$ cat config.mk
export PLATFORM = sky130hd
export DESIGN_NAME = control_packet_framer_crc16
export DESIGN_NICKNAME = d
export VERILOG_FILES = /design/src/rtl/core/cpf_pkg.sv /design/src/rtl/core/control_packet_framer_crc16.sv /design/src/rtl/core/cpf_front.sv /design/src/rtl/core/cpf_fifo.sv /design/src/rtl/core/cpf_back.sv
export SDC_FILE = /design/constraint.sdc
export NUM_CORES = 1
export LEC_CHECK = 0
export BUFFER_PORTS_ARGS = -buffer_cell sky130_fd_sc_hd__clkbuf_2
export CORE_ASPECT_RATIO = 2
export CORE_UTILIZATION = 60
export DETAILED_ROUTE_END_ITERATION = 8
export MAX_ROUTING_LAYER = met4
export PLACE_DENSITY = 0.78
export SLEW_MARGIN = 20
export SYNTH_ARGS = -nofsm -noshare
export SYNTH_HDL_FRONTEND = slang
export SYNTH_HIERARCHICAL = 1
export SYNTH_SLANG_ARGS = --single-unit
$ cat constraint.sdc
create_clock -name clk -period 5.7 [get_ports clk]
set_input_delay 0.855 -clock clk [delete_from_list [all_inputs] [get_ports clk]]
set_output_delay 0.855 -clock clk [all_outputs]
set_load 0.005 [all_outputs]
$ cat src/rtl/core/cpf_pkg.sv
`timescale 1ns / 1ps
// ----------------------------------------------------------------------------
// cpf_pkg
// Shared types, codes and the crc-16/ccitt-false byte update for the framer.
// ----------------------------------------------------------------------------
package cpf_pkg;

  // request kinds
  localparam logic [1:0] KIND_NORMAL = 2'd0;
  localparam logic [1:0] KIND_LOWER  = 2'd1;
  localparam logic [1:0] KIND_RAISE  = 2'd2;
  localparam logic [1:0] KIND_PANIC  = 2'd3;

  // frame constants
  localparam logic [7:0]  HDR_BASE    = 8'hD0;
  localparam logic [7:0]  RAISE_VALUE = 8'd64;
  localparam logic [15:0] CRC_INIT    = 16'hFFFF;

  // byte positions inside a frame
  localparam int         IDX_W      = 3;
  localparam logic [2:0] IDX_HEADER = 3'd0;
  localparam logic [2:0] IDX_DTYPE  = 3'd1;
  localparam logic [2:0] IDX_AXIS0  = 3'd2;
  localparam logic [2:0] IDX_AXIS1  = 3'd3;
  localparam logic [2:0] IDX_AXIS2  = 3'd4;
  localparam logic [2:0] IDX_AXIS3  = 3'd5;
  localparam logic [2:0] IDX_CRC_LO = 3'd6;
  localparam logic [2:0] IDX_CRC_HI = 3'd7;

  // one classified frame waiting for the back end
  typedef struct packed {
    logic [7:0] header;
    logic [7:0] dtype;
    logic [7:0] axis0;
    logic [7:0] axis1;
    logic [7:0] axis2;
    logic [7:0] axis3;
  } frame_desc_t;

  // queue push side
  typedef struct packed {
    logic        push;
    frame_desc_t desc;
  } front_out_t;

  // queue pop side
  typedef struct packed {
    logic        valid;
    frame_desc_t desc;
  } queue_out_t;

  // crc-16/ccitt-false, poly 0x1021, one byte folded in
  function automatic logic [15:0] crc_byte(logic [15:0] crc_in, logic [7:0] b);
    logic [15:0] c;
    c = {crc_in[7:0], crc_in[15:8]};
    c = c ^ {8'h00, b};
    c = c ^ {12'h000, c[7:4]};
    c = c ^ {c[3:0], 12'h000};
    c = c ^ {3'b000, c[7:0], 5'b00000};
    return c;
  endfunction

endpackage

$ cat src/rtl/core/control_packet_framer_crc16.sv
`timescale 1ns / 1ps
// ----------------------------------------------------------------------------
// control_packet_framer_crc16
// Builds 8-byte control frames with a crc-16/ccitt-false trailer.
// ----------------------------------------------------------------------------
// usage:
//   s_* takes one request word: the kind on s_tuser, the mode, axes and
//   tuning code on s_tdata. m_* sends the frame one byte per word, header,
//   data type, four axis bytes, then crc low and crc high; m_tlast marks
//   the eighth byte.
//   with the queue empty and the sender idle, a taken request is first
//   written into the queue, then loaded into the sender, which then shows
//   the header byte as valid; the crc bytes follow the axis bytes with no gap.
//   one frame is eight output words, sent by the output channel at one
//   byte per cycle while m_tready is high. frames run back to back when
//   the queue already holds the next one.
//   a queue of FIFO_DEPTH frames sits between the request side and the
//   byte sender, so s_tready stays high while the sender is busy until
//   the queue is full.
//   a stall on m_tready holds the current byte; requests keep entering
//   until the queue fills, then s_tready drops.
//   reset clears the queue, the sender and the kept data type (to zero).
// ----------------------------------------------------------------------------
module control_packet_framer_crc16 #(
  parameter int FIFO_DEPTH = 2
) (
  input  logic        clk,
  input  logic        rst,
  input  logic        s_tvalid,
  output logic        s_tready,
  // flight_mode[3:0], roll[11:4], pitch[19:12], yaw[27:20], lift[35:28],
  // tuning_code[42:36], zero fill[47:43]
  input  logic [47:0] s_tdata,
  // kind[1:0]
  input  logic [1:0]  s_tuser,
  output logic        m_tvalid,
  input  logic        m_tready,
  // frame_byte[7:0]
  output logic [7:0]  m_tdata,
  output logic        m_tlast
);
  import cpf_pkg::*;

  front_out_t front_out;
  queue_out_t queue_out;
  logic       queue_full;
  logic       pop;

  // request classification
  cpf_front u_front (
    .clk         (clk),
    .rst         (rst),
    .in_valid    (s_tvalid),
    .kind        (s_tuser),
    .flight_mode (s_tdata[3:0]),
    .roll        (s_tdata[11:4]),
    .pitch       (s_tdata[19:12]),
    .yaw         (s_tdata[27:20]),
    .lift        (s_tdata[35:28]),
    .tuning_code (s_tdata[42:36]),
    .queue_full  (queue_full),
    .in_ready    (s_tready),
    .front_out   (front_out)
  );

  // frame queue
  cpf_fifo #(
    .DEPTH (FIFO_DEPTH)
  ) u_fifo (
    .clk       (clk),
    .rst       (rst),
    .front_out (front_out),
    .pop       (pop),
    .full      (queue_full),
    .queue_out (queue_out)
  );

  // byte sender
  cpf_back u_back (
    .clk        (clk),
    .rst        (rst),
    .queue_out  (queue_out),
    .pop        (pop),
    .out_valid  (m_tvalid),
    .out_ready  (m_tready),
    .frame_byte (m_tdata),
    .last       (m_tlast)
  );

endmodule

$ cat src/rtl/core/cpf_front.sv
`timescale 1ns / 1ps
// ----------------------------------------------------------------------------
// cpf_front
// Accepts requests, classifies them by kind and builds the frame fields.
// ----------------------------------------------------------------------------
module cpf_front (
  input  logic                clk,
  input  logic                rst,
  input  logic                in_valid,
  input  logic [1:0]          kind,
  input  logic [3:0]          flight_mode,
  input  logic [7:0]          roll,
  input  logic [7:0]          pitch,
  input  logic [7:0]          yaw,
  input  logic [7:0]          lift,
  input  logic [6:0]          tuning_code,
  input  logic                queue_full,
  output logic                in_ready,
  output cpf_pkg::front_out_t front_out
);
  import cpf_pkg::*;

  logic [7:0]  last_data_type;
  logic [7:0]  header;
  frame_desc_t desc;
  logic        keep_dtype;

  assign in_ready = !queue_full;
  assign header   = HDR_BASE | {4'h0, flight_mode};

  // classify the request
  always_comb begin
    desc.header = header;
    keep_dtype  = 1'b1;
    unique case (kind)
      KIND_NORMAL: begin
        desc.dtype = 8'h00;
        desc.axis0 = roll;
        desc.axis1 = pitch;
        desc.axis2 = yaw;
        desc.axis3 = lift;
      end
      KIND_LOWER: begin
        desc.dtype = {1'b0, tuning_code};
        desc.axis0 = 8'h00;
        desc.axis1 = 8'h00;
        desc.axis2 = 8'h00;
        desc.axis3 = 8'h00;
      end
      KIND_RAISE: begin
        desc.dtype = {1'b0, tuning_code};
        desc.axis0 = RAISE_VALUE;
        desc.axis1 = RAISE_VALUE;
        desc.axis2 = RAISE_VALUE;
        desc.axis3 = RAISE_VALUE;
      end
      KIND_PANIC: begin
        desc.dtype = last_data_type;
        desc.axis0 = header;
        desc.axis1 = header;
        desc.axis2 = header;
        desc.axis3 = header;
        keep_dtype = 1'b0;
      end
      default: begin
        desc.dtype = 8'h00;
        desc.axis0 = 8'h00;
        desc.axis1 = 8'h00;
        desc.axis2 = 8'h00;
        desc.axis3 = 8'h00;
      end
    endcase
  end

  assign front_out.push = in_valid && in_ready;
  assign front_out.desc = desc;

  // remember the data type of the latest non-panic frame
  always_ff @(posedge clk) begin
    if (rst) begin
      last_data_type <= 8'h00;
    end else if (front_out.push && keep_dtype) begin
      last_data_type <= desc.dtype;
    end
  end

endmodule

$ cat src/rtl/core/cpf_fifo.sv
`timescale 1ns / 1ps
// ----------------------------------------------------------------------------
// cpf_fifo
// Short queue of classified frames between the front and the back end.
// ----------------------------------------------------------------------------
module cpf_fifo #(
  parameter int DEPTH = 2
) (
  input  logic                clk,
  input  logic                rst,
  input  cpf_pkg::front_out_t front_out,
  input  logic                pop,
  output logic                full,
  output cpf_pkg::queue_out_t queue_out
);
  import cpf_pkg::*;

  localparam int PTR_W = (DEPTH > 1) ? $clog2(DEPTH) : 1;
  localparam int CNT_W = $clog2(DEPTH + 1);

  frame_desc_t      entries [DEPTH];
  logic [PTR_W-1:0] wr_ptr;
  logic [PTR_W-1:0] rd_ptr;
  logic [CNT_W-1:0] count;
  logic             do_push;
  logic             do_pop;

  assign full            = (count == CNT_W'(DEPTH));
  assign queue_out.valid = (count != '0);
  assign queue_out.desc  = entries[rd_ptr];
  assign do_push         = front_out.push && !full;
  assign do_pop          = pop && queue_out.valid;

  // entry storage
  always_ff @(posedge clk) begin
    if (do_push) begin
      entries[wr_ptr] <= front_out.desc;
    end
  end

  // pointers and fill count
  always_ff @(posedge clk) begin
    if (rst) begin
      wr_ptr <= '0;
      rd_ptr <= '0;
      count  <= '0;
    end else begin
      if (do_push) begin
        wr_ptr <= (wr_ptr == PTR_W'(DEPTH - 1)) ? '0 : wr_ptr + 1'b1;
      end
      if (do_pop) begin
        rd_ptr <= (rd_ptr == PTR_W'(DEPTH - 1)) ? '0 : rd_ptr + 1'b1;
      end
      if (do_push && !do_pop) begin
        count <= count + 1'b1;
      end else if (do_pop && !do_push) begin
        count <= count - 1'b1;
      end
    end
  end

endmodule

$ cat src/rtl/core/cpf_back.sv
`timescale 1ns / 1ps
// ----------------------------------------------------------------------------
// cpf_back
// Sends each queued frame one byte per word and folds in the crc on the way.
// ----------------------------------------------------------------------------
module cpf_back (
  input  logic                clk,
  input  logic                rst,
  input  cpf_pkg::queue_out_t queue_out,
  output logic                pop,
  output logic                out_valid,
  input  logic                out_ready,
  output logic [7:0]          frame_byte,
  output logic                last
);
  import cpf_pkg::*;

  frame_desc_t      desc;
  logic             active;
  logic [IDX_W-1:0] idx;
  logic [15:0]      crc;
  logic             out_acc;
  logic             load;

  assign out_valid = active;
  assign out_acc   = active && out_ready;
  assign last      = (idx == IDX_CRC_HI);
  assign load      = queue_out.valid && (!active || (out_acc && last));
  assign pop       = load;

  // byte select for the current position
  always_comb begin
    case (idx)
      IDX_HEADER: frame_byte = desc.header;
      IDX_DTYPE:  frame_byte = desc.dtype;
      IDX_AXIS0:  frame_byte = desc.axis0;
      IDX_AXIS1:  frame_byte = desc.axis1;
      IDX_AXIS2:  frame_byte = desc.axis2;
      IDX_AXIS3:  frame_byte = desc.axis3;
      IDX_CRC_LO: frame_byte = crc[7:0];
      IDX_CRC_HI: frame_byte = crc[15:8];
      default:    frame_byte = 8'h00;
    endcase
  end

  // frame sequencing
  always_ff @(posedge clk) begin
    if (rst) begin
      active <= 1'b0;
      idx    <= IDX_HEADER;
    end else if (load) begin
      active <= 1'b1;
      idx    <= IDX_HEADER;
    end else if (out_acc) begin
      if (last) begin
        active <= 1'b0;
      end
      idx <= idx + 1'b1;
    end
  end

  // frame payload and running crc over the first six bytes
  always_ff @(posedge clk) begin
    if (load) begin
      desc <= queue_out.desc;
      crc  <= CRC_INIT;
    end else if (out_acc && (idx < IDX_CRC_LO)) begin
      crc <= crc_byte(crc, frame_byte);
    end
  end

endmodule

==> results_dict.tcl, run 1 <==
set metrics [dict create \
    outcome "complete, no violations" \
    min_from "u_front/last_data_type[7]" \
    hp-class "reg -> reg" \
    synthArstFlopShare_pct 0 \
    antenna_found_initial 0 \
    critPathBufInv 1 \
    max_cap_violations 0 \
    synthFlopType "edfxtp_1" \
    postLayoutCellArea_mm2 0.00839 \
    endpoint_kind "primary output" \
    crit_path_frequent_cell "ha_1" \
    cp.arrival_ns 3.11 \
    gp_congestion 0.907 \
    grtUsageTotal_pct 24.3 \
    netlist_instances 505 \
    synth_compound_area_share_pct 10.2 \
    highest_layer "met4" \
    clk_pin_slew_ns 0.07 \
    fin_cells 714 \
    hold_viol 0 \
    final_util_pct 68.8 \
    p_per_area_mw_per_mm2 512 \
    drt_iter0_drc 212 \
    finalSetupViolCount 0 \
    synth_top_family_by_area "compound AO/OA/AOI/OAI gates" \
    rows 57 \
    r2r_cells 9 \
    fin_crit_sh_pct 69.6 \
    dp_hpwl_um 9450 \
    core_area_mm2 0.0122 \
    drc 0 \
    die_h_um 160 \
    cts_hold_buf 0 \
    path_max_fanout 9 \
    reg2reg_to "u_back/crc[7]" \
    grt_overflow 0 \
    cts_tree "done" \
    die_w_um 81.1 \
    r2r-start "u_back/idx[1]" \
    nNetsFinal 616 \
    drive_gt1_share_pct 29.6 \
    syn_avg_cell_area_um2 14.9 \
    startpoint_type "flip-flop" \
    dr_wl_met2_um 7910 \
    slowest_delay_ns 0.72 \
    worstHoldPathCells 1 \
    portBuffers 59 \
    worst_slew_pin_slew_ns 0.856 \
    required_ns 4.85 \
    dr.pass1.iters 5 \
    tns_ns 0 \
    p_leak_nw 3.22 \
    grt_pass1_vias 4371 \
    htree_num_levels 4 \
    clock_latency_ns 0.42 \
    avgRoutedWirePerCell_um 19.6 \
    ir_worst_vdd_mv 0.453 \
    fin_ws_ns 1.74 \
    design.die.area_mm2 0.0130 \
    synth_fa_ha_area_share_pct 1.33 \
    n_antenna_cell 0 \
    slowest_stage "or4_1" \
    synthToLayoutAreaGrowth_pct 11.9 \
    dp.cells 682 \
    max_slew_margin_pct 42.9 \
    max_freq_mhz 252 \
    ys_seq_area_share_pct 66.4 \
    path_cells "ha_1 -> ha_1 -> or4_1 -> or2_0 -> a31oi_1 -> clkbuf_2" \
    ant_nets 0 \
    syn_area_mm2 0.00750 \
    layout_common_cells "144 x edfxtp_1, 59 x clkbuf_2, 58 x mux2_2, 32 x nand2_1, 32 x dfxtp_1" \
    place_area_mm2 0.00780 \
    drt-met1-wl_um 5220 \
    synthSimpleGateAreaFrac_pct 6.22 \
    period_needed_ns 3.96 \
    holdPathEnd "u_front/last_data_type[7]" \
    ioPinCount 65 \
    start_util_pct 61.5 \
    final_common_cell "edfxtp_1" \
    cts_sinks 177 \
    num_vias 4215 \
    cts_max_path_buffers 2 \
    cts_resized 0 \
    synth_edf_count 144 \
    drt-total-wl_um 14000 \
    cts_buffers 17 \
    rsz0062_at_grt "no" \
    finClkSkew_ns 0.0149 \
    ys_ff_latch 177 \
    cts_setup_buffers 0 \
    path_class "reg -> out" \
    wl_met3_um 542 \
    ys_types 51 \
    synth_mux_area_share_pct 8.84 \
    post-place-ws_ns 2.15 \
    root_buffer "clkbuf_16" \
    crit_family "simple AND/OR/NAND/NOR gates" \
    grt_max_degree 59 \
    r2r_slack_ns 2.10 \
    grt_pass1_wl_um 22200 \
    yosysWarningCount 6 \
    viasPerCell 5.90 \
    synth-xor-area-share_pct 3.50 \
    drv_slew 0 \
]
## registers in the layout, summed over array words and instances, names as in the netlist, named ones only
register / flops
u_back/crc: 16
u_back/desc: 48
u_back/idx: 3
u_back/out_valid: 1
u_fifo/count: 2
u_fifo/entries: 96
u_fifo/rd_ptr: 1
u_fifo/wr_ptr: 1
u_front/last_data_type: 8
## final cells by class
| class | count | area, um^2 |
|---|---|---|
| Clock buffer | 18 | 429 |
| Clock inverter | 14 | 164 |
| Fill cell | 807 | 3800 |
| Inverter | 9 | 33.8 |
| Multi-Input combinational cell | 287 | 2280 |
| Sequential cell | 177 | 4990 |
| Tap cell | 147 | 184 |
| Timing Repair Buffer | 62 | 318 |
## cells by family (layout without fill, tap and decap cells)
kind of cell    Yosys count  count (layout)
flops                   177             177
compound gates          101             101
simple gates             90              90
mux                      59              59
buf+inv                  43             103
xor+xnor                 25              25
fa+ha+maj                 8               8
other cells               2               4
## stage by stage
| stage | power (mW) | hold slack [ns] |
|---|---|---|
| after global placement | 3.09 | 0.436 |
| after floorplan | 2.84 | 0.421 |
| after global routing | 4.49 | 0.499 |
| after detailed placement | 3.17 | 0.453 |
| after CTS | 4.33 | 0.475 |
| final | 4.29 | 0.474 |
## routing by layer
layer | global-route usage, % | up-vias
li1 | - | 2005
met1 | 26.9 | 2074
met2 | 40.9 | 116
met3 | 4.69 | 20
met4 | 11.4 | 0
met5 | - | -
## worst reg2reg max path: stages, from the launching register on
cell and delay (ns):
dfxtp_1 0.38, ha_1 0.27, ha_1 0.34, or4_1 0.72, or2_0 0.48, a31oi_2 0.27, xnor2_1 0.27, xnor3_2 0.39
or3_1 0.37, nand3_1 0.07
## where the power goes
group / leakage (nW) / switching [mW] / internal (mW)
clock: 0.287 / 0.498 / 0.661
combinational: 1.30 / 0.643 / 0.478
sequential: 1.63 / 0.175 / 1.84
total: 3.22 / 1.32 / 2.98
## how the worst max path moves through the flow
stage	start	endpoint	slack (ns)	cells after the start
floorplan	m_tready	u_fifo/count[1]	1.38	10
global placement	u_back/idx[1]	u_back/crc[7]	2.20	9
detailed placement	u_back/idx[1]	u_back/crc[7]	2.15	9
CTS	u_back/idx[1]	m_tdata[3]	1.72	6
global route	u_back/idx[0]	m_tdata[0]	1.60	6
finish	u_back/idx[1]	m_tdata[3]	1.74	6
## synthesized netlist by cell type (2+ instances only)
cell type	n	area share [%]
nor3_1	6	0.40
buf_2	6	0.40
dfxtp_1	33	8.8
and3_1	5	0.42
xnor2_2	2	0.43
mux2_2	58	8.7
a31oi_2	2	0.33
o211ai_1	8	0.80
xnor2_1	13	1.5
a222oi_1	2	0.27
o21ai_0	6	0.40
a22o_1	17	2.0
edfxtp_1	144	58
a31oi_1	2	0.17
o21ai_1	2	0.13
nand2_1	32	1.6
nor2_1	10	0.50
clkbuf_1	12	0.60
and2_1	8	0.67
nand3_1	11	0.73
a22oi_1	10	1.0
or3_1	7	0.58
inv_1	9	0.45
xor2_1	8	0.93
buf_6	6	0.90
buf_4	10	1.0
a21o_1	23	2.3
a221oi_1	8	0.93
ha_1	8	1.3
conb_1	2	0.10
a21oi_1	15	1.0
No activity file was read; power rests on OpenSTA's default activity.
==> run 2, diff against run 1 <==
CORE_UTILIZATION = 54   (was 60)
PLACE_DENSITY = 0.74   (was 0.78)
clock period = 3.6 ns   (was 5.7 ns; I/O delays follow)
==> results_dict.tcl, run 2 (same netlist as run 1, synthesis figures left out) <==
set metrics [dict create \
    outcome "complete, no violations" \
    postLayoutCellArea_mm2 0.00847 \
    grt_max_degree 59 \
    die_w_um 85.3 \
    top_register "u_fifo/entries" \
    place_area_mm2 0.00787 \
    dp_hpwl_um 9960 \
    endpoint_kind "primary output" \
    dr.pass1.iters 5 \
    p_per_area_mw_per_mm2 808 \
    largest_reg_flops 96 \
    cp.arrival_ns 2.85 \
    grtUsageTotal_pct 22.8 \
    layout_common_cells "144 x edfxtp_1, 59 x clkbuf_2, 58 x mux2_2, 32 x nand2_1, 32 x dfxtp_1" \
    crit_path_frequent_cell "ha_1" \
    hold_viol 0 \
    viasPerCell 5.95 \
    fin_ws_ns 0.215 \
    finClkSkew_ns 0.0128 \
    grt_pass1_vias 4513 \
    crit_family "simple AND/OR/NAND/NOR gates" \
    cts_setup_buffers 0 \
    finalSetupViolCount 0 \
    root_buffer "clkbuf_16" \
    crit_cells 7 \
    synthToLayoutAreaGrowth_pct 12.9 \
    r2r_cells 10 \
    p_leak_nw 3.27 \
    nNetsFinal 625 \
    drc 0 \
    drt-total-wl_um 15000 \
    path_max_fanout 9 \
    whs_ns 0.325 \
    fillers 986 \
    grt_pass1_wl_um 23400 \
    antenna_found_initial 0 \
    num_vias 4353 \
    cts_sinks 177 \
    final_util_pct 62.7 \
    clk_pin_slew_ns 0.06 \
    fin_crit_sh_pct 94.0 \
    drv_slew 0 \
    ant_nets 0 \
    period_needed_ns 3.39 \
    cts_max_path_buffers 2 \
    rows 60 \
    tns_ns 0 \
    start_util_pct 55.5 \
    path_class "reg -> out" \
    max_slew_margin_pct 42.9 \
    portBuffers 59 \
    avgRoutedWirePerCell_um 20.5 \
    grt_overflow 0 \
    r2r_slack_ns 0.39 \
    fin_cells 731 \
    ir_worst_vdd_mv 0.518 \
    slowest_delay_ns 0.59 \
    largest_registers "u_fifo/entries: 96 flops, u_back/desc: 48 flops, u_back/crc: 16 flops" \
    drt_iter0_drc 204 \
    dp.cells 699 \
    cp-startpoint "u_back/idx[1]" \
    max_freq_mhz 295 \
    die_h_um 169 \
    core_area_mm2 0.0135 \
    cts_tree "done" \
    htree_num_levels 4 \
    drive_gt1_share_pct 30.6 \
    final_common_cell "edfxtp_1" \
    post-place-ws_ns 0.436 \
    worst_slew_pin_slew_ns 0.856 \
    startpoint_type "flip-flop" \
    n_antenna_cell 0 \
    required_ns 3.06 \
    cp-endpoint "m_tdata[0]" \
    clock_latency_ns 0.42 \
    slowest_stage "or4_1" \
    cts_buffers 17 \
    design.die.area_mm2 0.0144 \
    rsz0062_at_grt "no" \
    critPathBufInv 2 \
    max_cap_violations 0 \
    reg2reg_to "u_back/crc[5]" \
    cts_hold_buf 0 \
    power_mw 6.84 \
    cts_resized 0 \
    ioPinCount 65 \
    hp-class "in -> reg" \
    r2r-start "u_back/idx[1]" \
    gp_congestion 0.873 \
    path_cells "ha_1 -> ha_1 -> or4_1 -> or2_0 -> buf_4 -> a31oi_1 -> clkbuf_2" \
]
run 2: cell types whose count changed in the layout (fill, tap and decap cells not counted), moves of 2 or more:
cell / delta
buf_4: +9
clkinv_1: +2
clkinv_4: +2
inv_6: -4
run 2: worst register-to-register path, delay by kind of cell, from the launching register on:
kind | cells | cell delay (ns)
simple gates | 4 | 1.30
compound gates | 1 | 0.15
flops | 1 | 0.37
fa+ha+maj | 2 | 0.58
xor+xnor | 2 | 0.56
buf+inv | 1 | 0.18
run 2: layout make-up:
| class | count | area (um^2) | share of cell area [%] |
|---|---|---|---|
| repair buffers | 71 | 385 | 4.55 |
| clock inverters | 14 | 151 | 1.79 |
| inverters | 9 | 33.8 | 0.399 |
| well taps | 155 | 194 | 2.29 |
| flip-flops and latches | 177 | 4990 | 58.9 |
| multi-input cells | 287 | 2270 | 26.9 |
| clock buffers | 18 | 439 | 5.19 |
run 2: how the worst min path moves through the flow:
stage                                 to  slack [ns]  cells after the start                      start
4_1_cts            u_fifo/entries[0][40]        0.30                      1                 s_tdata[0]
3_3_place_gp   u_front/last_data_type[7]        0.44                      1  u_front/last_data_type[7]
6_report           u_fifo/entries[0][40]        0.32                      1                 s_tdata[0]
3_5_place_dp   u_front/last_data_type[7]        0.45                      1  u_front/last_data_type[7]
2_1_floorplan  u_front/last_data_type[7]        0.42                      1  u_front/last_data_type[7]
5_1_grt            u_fifo/entries[0][40]        0.30                      1                 s_tdata[0]
run 2: where the power goes:
| group | leakage [nW] | switching (mW) | internal (mW) |
|---|---|---|---|
| Sequential | 1.63 | 0.293 | 2.91 |
| Combinational | 1.35 | 1.04 | 0.785 |
| Clock | 0.290 | 0.763 | 1.05 |
| Total | 3.27 | 2.09 | 4.75 |
run 2: routing by layer:
layer  share of wire, %  vias up  routed length [um]  GRT usage, %
li1                   -     2016                   -             -
met1                 37     2159                5520          24.7
met2                 56      142                8440          40.2
met3                4.1       36                 610          4.29
met4                2.9        0                 433          10.4
met5                  0        -                   0             -
